### src/rtl/vcdtc_pkg.sv
// ----------------------------------------------------------------------------
// vcdtc_pkg
// Shared types, codes and keyword tables of the dump token classifier.
// ----------------------------------------------------------------------------
package vcdtc_pkg;

    localparam int LENGTH_LIMIT = 255;
    localparam int TIME_BITS    = 48;
    localparam int NUM_KW       = 13;
    localparam int QUEUE_DEPTH  = 4;
    localparam int QPTR_W       = $clog2(QUEUE_DEPTH);
    localparam int QCNT_W       = $clog2(QUEUE_DEPTH + 1);

    localparam logic [TIME_BITS-1:0] TIME_MAX = {TIME_BITS{1'b1}};

    localparam logic [4:0] KIND_IDENT  = 5'd0;
    localparam logic [4:0] KIND_TIME   = 5'd14;
    localparam logic [4:0] KIND_SCALAR = 5'd15;
    localparam logic [4:0] KIND_VECTOR = 5'd16;
    localparam logic [4:0] KIND_ERROR  = 5'd17;

    localparam logic [1:0] ERR_NONE     = 2'd0;
    localparam logic [1:0] ERR_BAD_CHAR = 2'd1;
    localparam logic [1:0] ERR_VEC_NOID = 2'd2;
    localparam logic [1:0] ERR_DATA_TOK = 2'd3;

    localparam logic [1:0] PHASE_DEFS  = 2'd0;
    localparam logic [1:0] PHASE_DUMP  = 2'd1;
    localparam logic [1:0] PHASE_AFTER = 2'd2;

    localparam int KW_END     = 1;
    localparam int KW_COMMENT = 4;
    localparam int KW_ENDDEFS = 8;

    localparam logic [127:0] KW_TEXT [NUM_KW] = '{
        "$date", "$end", "$version", "$timescale", "$comment", "$scope",
        "$upscope", "$var", "$enddefinitions", "$dumpvars", "$dumpall",
        "$dumpon", "$dumpoff"
    };
    localparam logic [3:0] KW_LEN [NUM_KW] = '{
        4'd5, 4'd4, 4'd8, 4'd10, 4'd8, 4'd6, 4'd8, 4'd4, 4'd15, 4'd9, 4'd8,
        4'd7, 4'd8
    };

    typedef struct packed {
        logic [4:0]           token_kind;
        logic [7:0]           token_length;
        logic [TIME_BITS-1:0] time_value;
        logic [1:0]           error_code;
        logic                 last_of_run;
    } t_result;

    typedef struct packed {
        logic [1:0] count;
        t_result    res0;
        t_result    res1;
    } t_push;

    function automatic logic [7:0] kw_char(input int k, input logic [3:0] pos);
        logic [3:0] idx;
        idx = KW_LEN[k] - 4'd1 - pos;
        return KW_TEXT[k][{idx, 3'b000} +: 8];
    endfunction

    function automatic logic is_scalar_mark(input logic [7:0] c);
        return (c == "0") || (c == "1") || (c == "x") || (c == "X") ||
               (c == "z") || (c == "Z");
    endfunction

endpackage

### src/rtl/vcdtc_if.sv
// ----------------------------------------------------------------------------
// vcdtc_if
// Request and result channels of the dump token classifier.
// ----------------------------------------------------------------------------
interface vcdtc_req_if;
    logic       valid;
    logic       ready;
    logic [7:0] char_byte;
    logic       end_of_text;

    modport source (output valid, output char_byte, output end_of_text, input ready);
    modport sink   (input valid, input char_byte, input end_of_text, output ready);
endinterface

interface vcdtc_res_if;
    logic        valid;
    logic        ready;
    logic [4:0]  token_kind;
    logic [7:0]  token_length;
    logic [47:0] time_value;
    logic [1:0]  error_code;
    logic        last_of_run;

    modport source (output valid, output token_kind, output token_length,
                    output time_value, output error_code, output last_of_run,
                    input ready);
    modport sink   (input valid, input token_kind, input token_length,
                    input time_value, input error_code, input last_of_run,
                    output ready);
endinterface

### src/rtl/vcdtc_core.sv
// ----------------------------------------------------------------------------
// vcdtc_core
// Per-byte tokenizer state and token classification; emits up to two results.
// ----------------------------------------------------------------------------
module vcdtc_core (
    input  logic              i_clk,
    input  logic              i_rst_n,
    input  logic              i_accept,
    input  logic [7:0]        i_char,
    input  logic              i_eot,
    output vcdtc_pkg::t_push  o_push
);
    import vcdtc_pkg::*;

    logic [1:0]           r_phase, n_phase;
    logic                 r_comment, n_comment;
    logic                 r_halted, n_halted;
    logic [7:0]           r_len, n_len;
    logic [7:0]           r_first, n_first;
    logic [NUM_KW-1:0]    r_cand, n_cand;
    logic                 r_digits, n_digits;
    logic                 r_vbits, n_vbits;
    logic [TIME_BITS-1:0] r_acc, n_acc;

    logic                 is_ws, is_prt, is_bad;
    logic [7:0]           t_len, t_first;
    logic [NUM_KW-1:0]    t_cand;
    logic                 t_digits, t_vbits;
    logic [TIME_BITS-1:0] t_acc;
    logic [TIME_BITS+3:0] acc_x10;
    logic                 flush, found, bad_emit;
    logic [4:0]           fl_kind;
    logic [1:0]           fl_err;
    logic [TIME_BITS-1:0] fl_time;
    logic [1:0]           fl_phase;
    logic                 fl_comment;
    t_result              fl_res, bad_res;

    always_comb begin
        is_ws  = (i_char == 8'h20) || (i_char == 8'h09) || (i_char == 8'h0A) ||
                 (i_char == 8'h0D);
        is_prt = (i_char >= 8'h21) && (i_char <= 8'h7E);
        is_bad = !is_ws && !is_prt;

        // absorb
        t_len    = r_len;
        t_first  = r_first;
        t_cand   = r_cand;
        t_digits = r_digits;
        t_vbits  = r_vbits;
        t_acc    = r_acc;
        acc_x10  = {1'b0, r_acc, 3'b000} + {3'b0, r_acc, 1'b0} +
                   {(TIME_BITS)'(0), i_char[3:0]};
        if (is_prt) begin
            if (r_len == 8'd0) begin
                t_first = i_char;
            end else begin
                t_digits = r_digits && (i_char >= "0") && (i_char <= "9");
                t_vbits  = r_vbits && is_scalar_mark(i_char);
                if (t_digits) begin
                    t_acc = (acc_x10 > {4'b0, TIME_MAX}) ? TIME_MAX
                                                         : acc_x10[TIME_BITS-1:0];
                end
            end
            for (int k = 0; k < NUM_KW; k++) begin
                if (!((r_len < {4'b0, KW_LEN[k]}) && (kw_char(k, r_len[3:0]) == i_char))) begin
                    t_cand[k] = 1'b0;
                end
            end
            if (r_len < 8'(LENGTH_LIMIT)) begin
                t_len = r_len + 8'd1;
            end
        end

        flush = !r_halted && ((((is_ws || is_bad) && (r_len != 8'd0))) ||
                              (is_prt && i_eot));

        // classify
        found      = 1'b0;
        fl_kind    = KIND_IDENT;
        fl_err     = ERR_NONE;
        fl_time    = '0;
        fl_phase   = r_phase;
        fl_comment = r_comment;
        for (int k = 0; k < NUM_KW; k++) begin
            if (!found && t_cand[k] && (t_len == {4'b0, KW_LEN[k]})) begin
                found   = 1'b1;
                fl_kind = 5'(k + 1);
                if (k == KW_END)     fl_comment = 1'b0;
                if (k == KW_COMMENT) fl_comment = 1'b1;
                if (k == KW_ENDDEFS) fl_phase   = PHASE_DUMP;
            end
        end
        if (!found) begin
            if ((t_first == "#") && t_digits) begin
                if (r_phase == PHASE_AFTER) begin
                    fl_err = ERR_VEC_NOID;
                end else if (r_phase == PHASE_DUMP) begin
                    fl_kind = KIND_TIME;
                    fl_time = t_acc;
                end
            end else if (r_phase == PHASE_DUMP) begin
                if (is_scalar_mark(t_first)) begin
                    fl_kind = KIND_SCALAR;
                end else if (((t_first == "b") || (t_first == "B")) && t_vbits) begin
                    fl_kind  = KIND_VECTOR;
                    fl_phase = PHASE_AFTER;
                end else if (!r_comment) begin
                    fl_err = ERR_DATA_TOK;
                end
            end else if (r_phase == PHASE_AFTER) begin
                fl_phase = PHASE_DUMP;
            end
        end

        fl_res.token_kind   = (fl_err != ERR_NONE) ? KIND_ERROR : fl_kind;
        fl_res.token_length = t_len;
        fl_res.time_value   = (fl_err != ERR_NONE) ? '0 : fl_time;
        fl_res.error_code   = fl_err;
        fl_res.last_of_run  = 1'b0;

        bad_res.token_kind   = KIND_ERROR;
        bad_res.token_length = 8'd0;
        bad_res.time_value   = '0;
        bad_res.error_code   = ERR_BAD_CHAR;
        bad_res.last_of_run  = 1'b1;

        bad_emit = !r_halted && is_bad && !(flush && (fl_err != ERR_NONE));

        o_push.count = '0;
        o_push.res0  = bad_res;
        o_push.res1  = bad_res;
        if (i_accept) begin
            if (flush) begin
                o_push.res0             = fl_res;
                o_push.res0.last_of_run = !bad_emit;
                o_push.count            = bad_emit ? 2'd2 : 2'd1;
            end else if (bad_emit) begin
                o_push.count = 2'd1;
            end
        end

        // next state
        n_phase   = r_phase;
        n_comment = r_comment;
        n_halted  = r_halted;
        n_len     = r_len;
        n_first   = r_first;
        n_cand    = r_cand;
        n_digits  = r_digits;
        n_vbits   = r_vbits;
        n_acc     = r_acc;
        if (i_accept && !r_halted) begin
            if (flush) begin
                n_phase   = fl_phase;
                n_comment = fl_comment;
                n_halted  = (fl_err != ERR_NONE) || is_bad;
                n_len     = 8'd0;
                n_first   = 8'd0;
                n_cand    = '1;
                n_digits  = 1'b1;
                n_vbits   = 1'b1;
                n_acc     = '0;
            end else if (is_bad) begin
                n_halted = 1'b1;
            end else if (is_prt) begin
                n_len    = t_len;
                n_first  = t_first;
                n_cand   = t_cand;
                n_digits = t_digits;
                n_vbits  = t_vbits;
                n_acc    = t_acc;
            end
        end
    end

    always_ff @(posedge i_clk) begin
        if (!i_rst_n) begin
            r_phase   <= PHASE_DEFS;
            r_comment <= 1'b0;
            r_halted  <= 1'b0;
            r_len     <= 8'd0;
            r_first   <= 8'd0;
            r_cand    <= '1;
            r_digits  <= 1'b1;
            r_vbits   <= 1'b1;
            r_acc     <= '0;
        end else begin
            r_phase   <= n_phase;
            r_comment <= n_comment;
            r_halted  <= n_halted;
            r_len     <= n_len;
            r_first   <= n_first;
            r_cand    <= n_cand;
            r_digits  <= n_digits;
            r_vbits   <= n_vbits;
            r_acc     <= n_acc;
        end
    end

endmodule

### src/rtl/vcdtc_outq.sv
// ----------------------------------------------------------------------------
// vcdtc_outq
// Small result queue; takes up to two results a cycle, delivers one.
// ----------------------------------------------------------------------------
module vcdtc_outq (
    input  logic                    i_clk,
    input  logic                    i_rst_n,
    input  vcdtc_pkg::t_push        i_push,
    input  logic                    i_pop,
    output logic                    o_space,
    output logic                    o_valid,
    output vcdtc_pkg::t_result      o_head
);
    import vcdtc_pkg::*;

    t_result             r_mem [QUEUE_DEPTH];
    logic [QPTR_W-1:0]   r_wr, n_wr;
    logic [QPTR_W-1:0]   r_rd, n_rd;
    logic [QCNT_W-1:0]   r_cnt, n_cnt;
    logic                pop;

    assign o_valid = (r_cnt != '0);
    assign o_space = (r_cnt <= QCNT_W'(QUEUE_DEPTH - 2));
    assign o_head  = r_mem[r_rd];
    assign pop     = i_pop && o_valid;

    always_comb begin
        n_wr  = r_wr + QPTR_W'(i_push.count);
        n_rd  = r_rd + QPTR_W'(pop);
        n_cnt = r_cnt + QCNT_W'(i_push.count) - QCNT_W'(pop);
    end

    always_ff @(posedge i_clk) begin
        if (i_push.count != 2'd0) begin
            r_mem[r_wr] <= i_push.res0;
        end
        if (i_push.count == 2'd2) begin
            r_mem[r_wr + QPTR_W'(1)] <= i_push.res1;
        end
    end

    always_ff @(posedge i_clk) begin
        if (!i_rst_n) begin
            r_wr  <= '0;
            r_rd  <= '0;
            r_cnt <= '0;
        end else begin
            r_wr  <= n_wr;
            r_rd  <= n_rd;
            r_cnt <= n_cnt;
        end
    end

endmodule

### src/rtl/vcd_token_classifier.sv
// ----------------------------------------------------------------------------
// vcd_token_classifier
// Value change dump tokenizer: classifies whitespace-separated tokens.
// ----------------------------------------------------------------------------
// Throughput: one request per cycle while the queue has room for two results;
// a request yields zero, one or two results, which are registered into a
// four-entry result queue and drained one per cycle while the sink is ready.
// Reset: synchronous, active low; clears tokenizer state and empties the queue.
module vcd_token_classifier (
    input  logic            i_clk,
    input  logic            i_rst_n,
    vcdtc_req_if.sink       i_req,
    vcdtc_res_if.source     o_res
);
    import vcdtc_pkg::*;

    t_push   push;
    t_result head;
    logic    space;
    logic    accept;

    assign i_req.ready = space;
    assign accept      = i_req.valid && space;

    vcdtc_core u_core (
        .i_clk    (i_clk),
        .i_rst_n  (i_rst_n),
        .i_accept (accept),
        .i_char   (i_req.char_byte),
        .i_eot    (i_req.end_of_text),
        .o_push   (push)
    );

    vcdtc_outq u_outq (
        .i_clk   (i_clk),
        .i_rst_n (i_rst_n),
        .i_push  (push),
        .i_pop   (o_res.ready),
        .o_space (space),
        .o_valid (o_res.valid),
        .o_head  (head)
    );

    assign o_res.token_kind   = head.token_kind;
    assign o_res.token_length = head.token_length;
    assign o_res.time_value   = head.time_value;
    assign o_res.error_code   = head.error_code;
    assign o_res.last_of_run  = head.last_of_run;

endmodule
### src/flat_wrapper.sv
// flat-port wrapper written by rule: the top's interface ports become plain ports
module vcd_token_classifier_flat import vcdtc_pkg::*;
  (i_clk, i_rst_n, i_req_valid, i_req_char_byte, i_req_end_of_text, i_req_ready, o_res_valid, o_res_token_kind, o_res_token_length, o_res_time_value, o_res_error_code, o_res_last_of_run, o_res_ready);
  vcdtc_req_if i_req_i ();
  vcdtc_res_if o_res_i ();
  input  logic i_clk;
  input  logic i_rst_n;
  input wire logic [$bits(i_req_i.valid)-1:0] i_req_valid;
  input wire logic [$bits(i_req_i.char_byte)-1:0] i_req_char_byte;
  input wire logic [$bits(i_req_i.end_of_text)-1:0] i_req_end_of_text;
  output wire logic [$bits(i_req_i.ready)-1:0] i_req_ready;
  output wire logic [$bits(o_res_i.valid)-1:0] o_res_valid;
  output wire logic [$bits(o_res_i.token_kind)-1:0] o_res_token_kind;
  output wire logic [$bits(o_res_i.token_length)-1:0] o_res_token_length;
  output wire logic [$bits(o_res_i.time_value)-1:0] o_res_time_value;
  output wire logic [$bits(o_res_i.error_code)-1:0] o_res_error_code;
  output wire logic [$bits(o_res_i.last_of_run)-1:0] o_res_last_of_run;
  input wire logic [$bits(o_res_i.ready)-1:0] o_res_ready;
  assign i_req_i.valid = i_req_valid;
  assign i_req_i.char_byte = i_req_char_byte;
  assign i_req_i.end_of_text = i_req_end_of_text;
  assign i_req_ready = i_req_i.ready;
  assign o_res_valid = o_res_i.valid;
  assign o_res_token_kind = o_res_i.token_kind;
  assign o_res_token_length = o_res_i.token_length;
  assign o_res_time_value = o_res_i.time_value;
  assign o_res_error_code = o_res_i.error_code;
  assign o_res_last_of_run = o_res_i.last_of_run;
  assign o_res_i.ready = o_res_ready;
  vcd_token_classifier u_core (.i_clk(i_clk), .i_rst_n(i_rst_n), .i_req(i_req_i), .o_res(o_res_i));
endmodule
### config.mk
export PLATFORM = sky130hd
export DESIGN_NAME = vcd_token_classifier_flat
export DESIGN_NICKNAME = d
export VERILOG_FILES = /design/src/rtl/vcdtc_pkg.sv /design/src/rtl/vcdtc_if.sv /design/src/rtl/vcdtc_core.sv /design/src/rtl/vcdtc_outq.sv /design/src/rtl/vcd_token_classifier.sv /design/src/flat_wrapper.sv
export SDC_FILE = /design/constraint.sdc
export NUM_CORES = 1
export LEC_CHECK = 0
export BUFFER_PORTS_ARGS = -buffer_cell sky130_fd_sc_hd__buf_2
export CAP_MARGIN = 40
export CORE_ASPECT_RATIO = 2
export CORE_MARGIN = 2
export CORE_UTILIZATION = 35
export DETAILED_ROUTE_END_ITERATION = 12
export PLACE_DENSITY_LB_ADDON = 0.12
export SLEW_MARGIN = 20
export SYNTH_ARGS = -nofsm -noshare
export SYNTH_HDL_FRONTEND = slang
export SYNTH_SLANG_ARGS = --single-unit
### constraint.sdc
create_clock -name i_clk -period 6.5 [get_ports i_clk]
set_input_delay 0 -clock i_clk [delete_from_list [all_inputs] [get_ports i_clk]]
set_output_delay 0 -clock i_clk [all_outputs]
set_load 0.02 [all_outputs]
Word-level counts from Yosys, hierarchy flattened:

Memories as Yosys holds them, arrays and structs flattened. A register that Yosys moved wholly into a read port is not among the register bits.
Cells that the tools add are included.

* flip-flop bits (word level): 90
* latch bits: 0
* memory bits (writable): 256
* ROM bits: 0
* bits of input ports: 13
* output and inout port bits: 66
* word-level logic and storage cells: 312
* memories: 1

* add/sub/neg operators: 16
* multiply operators: 0
* divide/modulo/power cells: 0
* order comparisons: 15
* equal/unequal tests: 44
* shifts and indexed selects: 13
* muxes and demuxes: 111
* bitwise logic cells: 0
* reductions and logical operators: 100

Memories
* u_core.u_outq.r_mem: words 4, width 64, read ports 1, clocked after memory_dff 1, write ports 2, RTL line vcdtc_outq.sv:16 `t_result r_mem [QUEUE_DEPTH];`

Operator list (count)
* $shiftx 128x8->8 const A: 13
* $mux 48: 12
* $eq 8x8->1: 13
* $mux 5: 20
* $eq 8x7->1 const B: 10
* $mux 8: 10
* $mux 66: 1
* $mux 64: 1
* $eq 8x4->1 const B: 7
* $logic_and 1x1->1: 54
* $add 51x49->52: 1
* $add 52x4->52: 1
* $gt 52x48->1 const B: 1
* $mux 13: 4
* $eq 8x6->1 const B: 6
* $mux 1: 46
* $mux 2: 17
* $eq 8x3->1 const B: 4
* $lt 8x3->1 const B: 4
* $lt 8x4->1 const B: 4
* $logic_not 1->1: 17
* $logic_or 1x1->1: 17
* $ge 8x6->1 const B: 2
* $sub 3x4->4 const A: 4
* 21 further kinds: 30

Longest topological paths before layout:

* depth after elaboration: 67
* depth in mapped cells: 30

Cells and area by module:

Synthesis repeated with hierarchy kept, for this count alone.

* cell total of the unflattened synthesis: 2137
* area total of the unflattened synthesis: 24760.0 um^2

By module, submodules not included
* vcdtc_outq: times used 1, cells an instance 665, area an instance 13197.7 um^2, seq. area each 7827.5 um^2
* vcdtc_core: times used 1, cells an instance 1471, area an instance 11556.1 um^2, seq. area each 1661.6 um^2
* vcd_token_classifier: times used 1, cells an instance 1, area an instance 6.3 um^2, seq. area each 0.0 um^2

Least setup slack after synthesis:

OpenSTA, ideal clock, no wires.

* path kind: flip-flop to flip-flop
* start: register u_core.u_core.r_len[0]
* end: memory u_core.u_outq.r_mem[1][25] in the netlist's numbering
* arrival: 6.234 ns
* setup slack: 0.123 ns
* cell stages (with the launch flop): 28
* path buffers: 8
* period minus slack after synthesis: 6.377 ns
* path through: dfxtp_1 > inv_1 > clkbuf_1 > ha_1 > clkbuf_1 > inv_1 > ha_1 > buf_2 > nor2_1 > a21boi_0 > or4_1 > a2111oi_0 > a32oi_1 > nor3b_2 > nor3_2 > and4_4 > buf_6 > buf_6 > a21oi_1 > nor2b_1 > ha_1 > clkbuf_1 > nor4_1 > nor2_1 > clkbuf_1 > clkbuf_1 > nand2_1 > o31ai_1

RTL lines
* start, declared: RTL line vcdtc_core.sv:18 `logic [7:0] r_len, n_len;`
* start signal, assigned: RTL line vcdtc_core.sv:192 `r_len <= n_len;`
* end, declared: RTL line vcdtc_outq.sv:16

==> impl_metrics.toml <==
[synthesis]
synth_compound_area_frac = 0.240
yosysWarnings = 0
synth_top_family_by_area = "compound AO/OA/AOI/OAI gates"
synth_flop_cell = "dfxtp_1"
yosys.area_share.simple = 0.191
ys_ff_latch = 346
synth.area.mux_share = 0.0798
synth_area_um2 = 21100
ys_types = 102
synth_nets = 2662
synthArstFlopShare = 0
synth_enable_flop_cells = 0
yosysSeqAreaShare = 0.328
synthAdderAreaFrac = 0.0786
postSynthAreaPerCell_um2 = 8.39
synthXorXnorAreaFrac = 0.0365
synthCells = 2518

[job]
cap_violations = 0

[critical_path]
critical-path-top-delay-family = "simple AND/OR/NAND/NOR gates"
cp.depth = 21
cp-start-kind = "register"
worstPathCellList = "inv_1 > ha_1 > inv_1 > ha_1 > nor2_1 > a21boi_0 > or4_1 > a2111oi_2 > a32oi_1 > nor3b_2 > nor3_2 > and4_4 > a21oi_1 > nor2b_1 > ha_1 > o21ai_1 > or2_2 > nor3_1 > nand2_2 > buf_4 > o21ai_0"
reg2reg_to = "u_core.u_outq.r_mem[3][12]"
crit_top_cell = "ha_1"
critPathMaxStageDelay_ns = 0.54
cp-end-kind = "register"
crit_buf_inv = 3
required_ns = 6.97
worstPathArrival_ns = 6.55
r2r-start = "u_core.u_core.r_len[1]"
timing.reg2reg.setup_slack_ns = 0.42
r2r_cells = 21
path_max_fanout = 26
slowest_stage = "a2111oi_2"
worstSetupPathType = "reg2reg"

[timing]
slew_viol_final = 0
rsz0062_at_grt = "no"
clock_skew_ns = 0.0196
fin_crit_sh = 0.935
final.setup.tns_ns = 0
worstMarginPinSlew_ns = 0.885
fmax_mhz = 165
final_hold_viol_count = 0
setup_viol = 0
relSlewSlack = 0.404
min_period_ns = 6.08

[grt]
track_usage = 0.246
grt_pass1_vias = 20300
antenna_found_initial = 0
grt_pass1_wl_mm = 118
grt_overflow = 0
grt_start_max_net_pins = 60

[cells_and_area]
fillCellCount = 6083
fin_nets = 2686
final_cells = 3342
drive_above_1_share = 0.132
diodes = 0
area_growth_pct = 12.7

[detailed_routing]
drt-total-wl_mm = 77.0
vias_per_cell = 5.85
drc = 0
final_antenna_net_count = 0
avgRoutedWirePerCell_um = 23.0
dr.pass1.iters = 5
dr_total_vias = 19500
drt_iter0_drc = 1264

[clock_tree]
cts_max_level = 2
clock_latency_ns = 0.55
cts_setup_buffers = 0
clkSlewWorstSetupHoldPaths_ns = 0.07
clk_path_buf_depth = 3
cts_tree = "done"
root_buffer = "clkbuf_16"
cts.sinks = 346
cts-buffers-inserted = 36

[status]
status = "finished clean"

[floorplanning]
core-area_um2 = 59900
fp.dieH_um = 352
rows = 127
die_area_um2 = 62500
start_util = 0.353
die_w_um = 178
io-pin-count = 79

[worst_hold_path]
hp-start = "i_req_end_of_text"
worstHoldEndpoint = "u_core.u_core.r_halted"
hold_depth = 5
hold_path_class = "in2reg"

[placement]
io_buffers = 78
placed_cells = 3269
place_congestion = 0.950
hpwl_mm = 56.4

[power]
leakage_nw = 9.26
vdd_ir_drop_max_mv = 0.187
power_density_nw_per_um2 = 237
finalPower_w = 0.00565
-- worst min-delay path: cells and delay by family --
kind / cells / cell delay [ns]
AOI/OAI and AO/OA: 3 / 0.32
buffers and inverters: 1 / 0.12
and+or+nand+nor: 1 / 0.11
-- per-stage QoR --
step | util | hold slack (ns) | setup slack, ns | instance area (µm²)
6_report | 0.397 | 0.0242 | 0.424 | 23800
2_1_floorplan | - | 0.122 | 0.123 | 21100
3_3_place_gp | 0.373 | 0.385 | 0.288 | 22300
3_5_place_dp | 0.374 | 0.390 | 0.177 | 22400
4_1_cts | 0.397 | 0.00129 | 0.154 | 23800
5_1_grt | 0.397 | 0.0830 | 0.0279 | 23800
-- registers in the layout (all words and copies together), names as in the netlist, 2 cells and up --
register / flops
u_core.u_core.r_acc: 48
u_core.u_core.r_cand: 13
u_core.u_core.r_first: 8
u_core.u_core.r_len: 8
u_core.u_outq.r_mem: 256
u_core.u_outq.r_rd: 2
u_core.u_outq.r_wr: 2
u_core.u_outq.r_cnt: 3
u_core.u_core.r_phase: 2
-- layout by cell type, fill, tap and decap left out, types with 27 or more instances in the layout --
cell | netlist | final
nand2_1 | 419 | 416
dfxtp_1 | 346 | 343
a21oi_1 | 164 | 164
o21ai_0 | 154 | 154
o21ai_1 | 128 | 128
ha_1 | 128 | 126
nor2_1 | 124 | 119
buf_2 | 32 | 80
buf_4 | 1 | 66
mux4_2 | 64 | 64
xnor2_1 | 57 | 57
nor3_1 | 51 | 50
a21o_1 | 46 | 46
nand3_1 | 42 | 42
clkbuf_16 | 0 | 38
o2bb2ai_1 | 34 | 34
inv_1 | 33 | 33
a22oi_1 | 33 | 33
and2_1 | 32 | 32
xor2_1 | 31 | 31
nand2b_1 | 29 | 29
o22ai_1 | 27 | 27
-- kinds of logic (layout without fill, tap and decap cells) --
group                    after synthesis  count (layout)
AO/OA/AOI/OAI                        794             794
XOR/XNOR                              88              88
adder cells (fa/ha/maj)              131             131
buffers and inverters                215             265
flip-flops                           346             346
multiplexers                          88              88
AND/OR/NAND/NOR                      856             856
-- where the power goes --
group	total [W]	switching, W	internal, W
sequential	0.00232	0.0000951	0.00223
combinational	0.000983	0.000607	0.000376
clock	0.00235	0.000929	0.00142
total	0.00565	0.00163	0.00402
-- per-layer routing --
layer / global-route usage / share of wire / up-vias
met5: 0 / 0 / -
met4: 0.165 / 0.073 / 0
met3: 0.0225 / 0.030 / 232
met2: 0.474 / 0.54 / 503
met1: 0.244 / 0.36 / 9529
li1: - / - / 9273
-- cells in the mapped netlist, drive strengths merged, types with 46 or more instances --
cell | instances | area [µm²]
nor2 | 127 | 489
clkbuf | 114 | 429
xnor2 | 57 | 499
dfxtp | 346 | 6930
buf | 62 | 389
nor3 | 55 | 295
mux4 | 64 | 1440
a21oi | 165 | 830
a21o | 46 | 345
o21ai | 283 | 1420
nand2 | 420 | 1580
ha | 128 | 1600
-- worst max-delay path by stage --
stage	slack, ns	end	start
after detailed placement	0.18	u_core.u_outq.r_mem[3][10]	u_core.u_core.r_len[0]
after floorplan	0.12	u_core.u_outq.r_mem[1][25]	u_core.u_core.r_len[0]
after global placement	0.29	u_core.u_outq.r_mem[1][25]	u_core.u_core.r_len[1]
final	0.42	u_core.u_outq.r_mem[3][12]	u_core.u_core.r_len[1]
after CTS	0.15	u_core.u_outq.r_mem[3][10]	u_core.u_core.r_len[0]
after global routing	0.03	u_core.u_outq.r_mem[3][4]	u_core.u_core.r_len[0]
-- timing repair --
| action | 4_1_cts | 5_1_grt |
|---|---|---|
| hold endpoints to repair | 14 | 0 |
| gates resized for setup | 0 | 9 |
| endpoints found under the setup margin | 0 | 191 |
| hold buffers | 9 | 0 |
-- cell type report --
| cell class | count | area, µm² | area share |
|---|---|---|---|
| well taps | 774 | 968 | 0.0407 |
| inverters | 39 | 146 | 0.00615 |
| multi-input cells | 1957 | 13300 | 0.560 |
| clock inverters | 15 | 297 | 0.0125 |
| flip-flops and latches | 346 | 6940 | 0.291 |
| clock buffers | 49 | 1010 | 0.0425 |
| repair buffers | 162 | 1120 | 0.0472 |
Note: power is estimated with default switching activity, not from simulation.
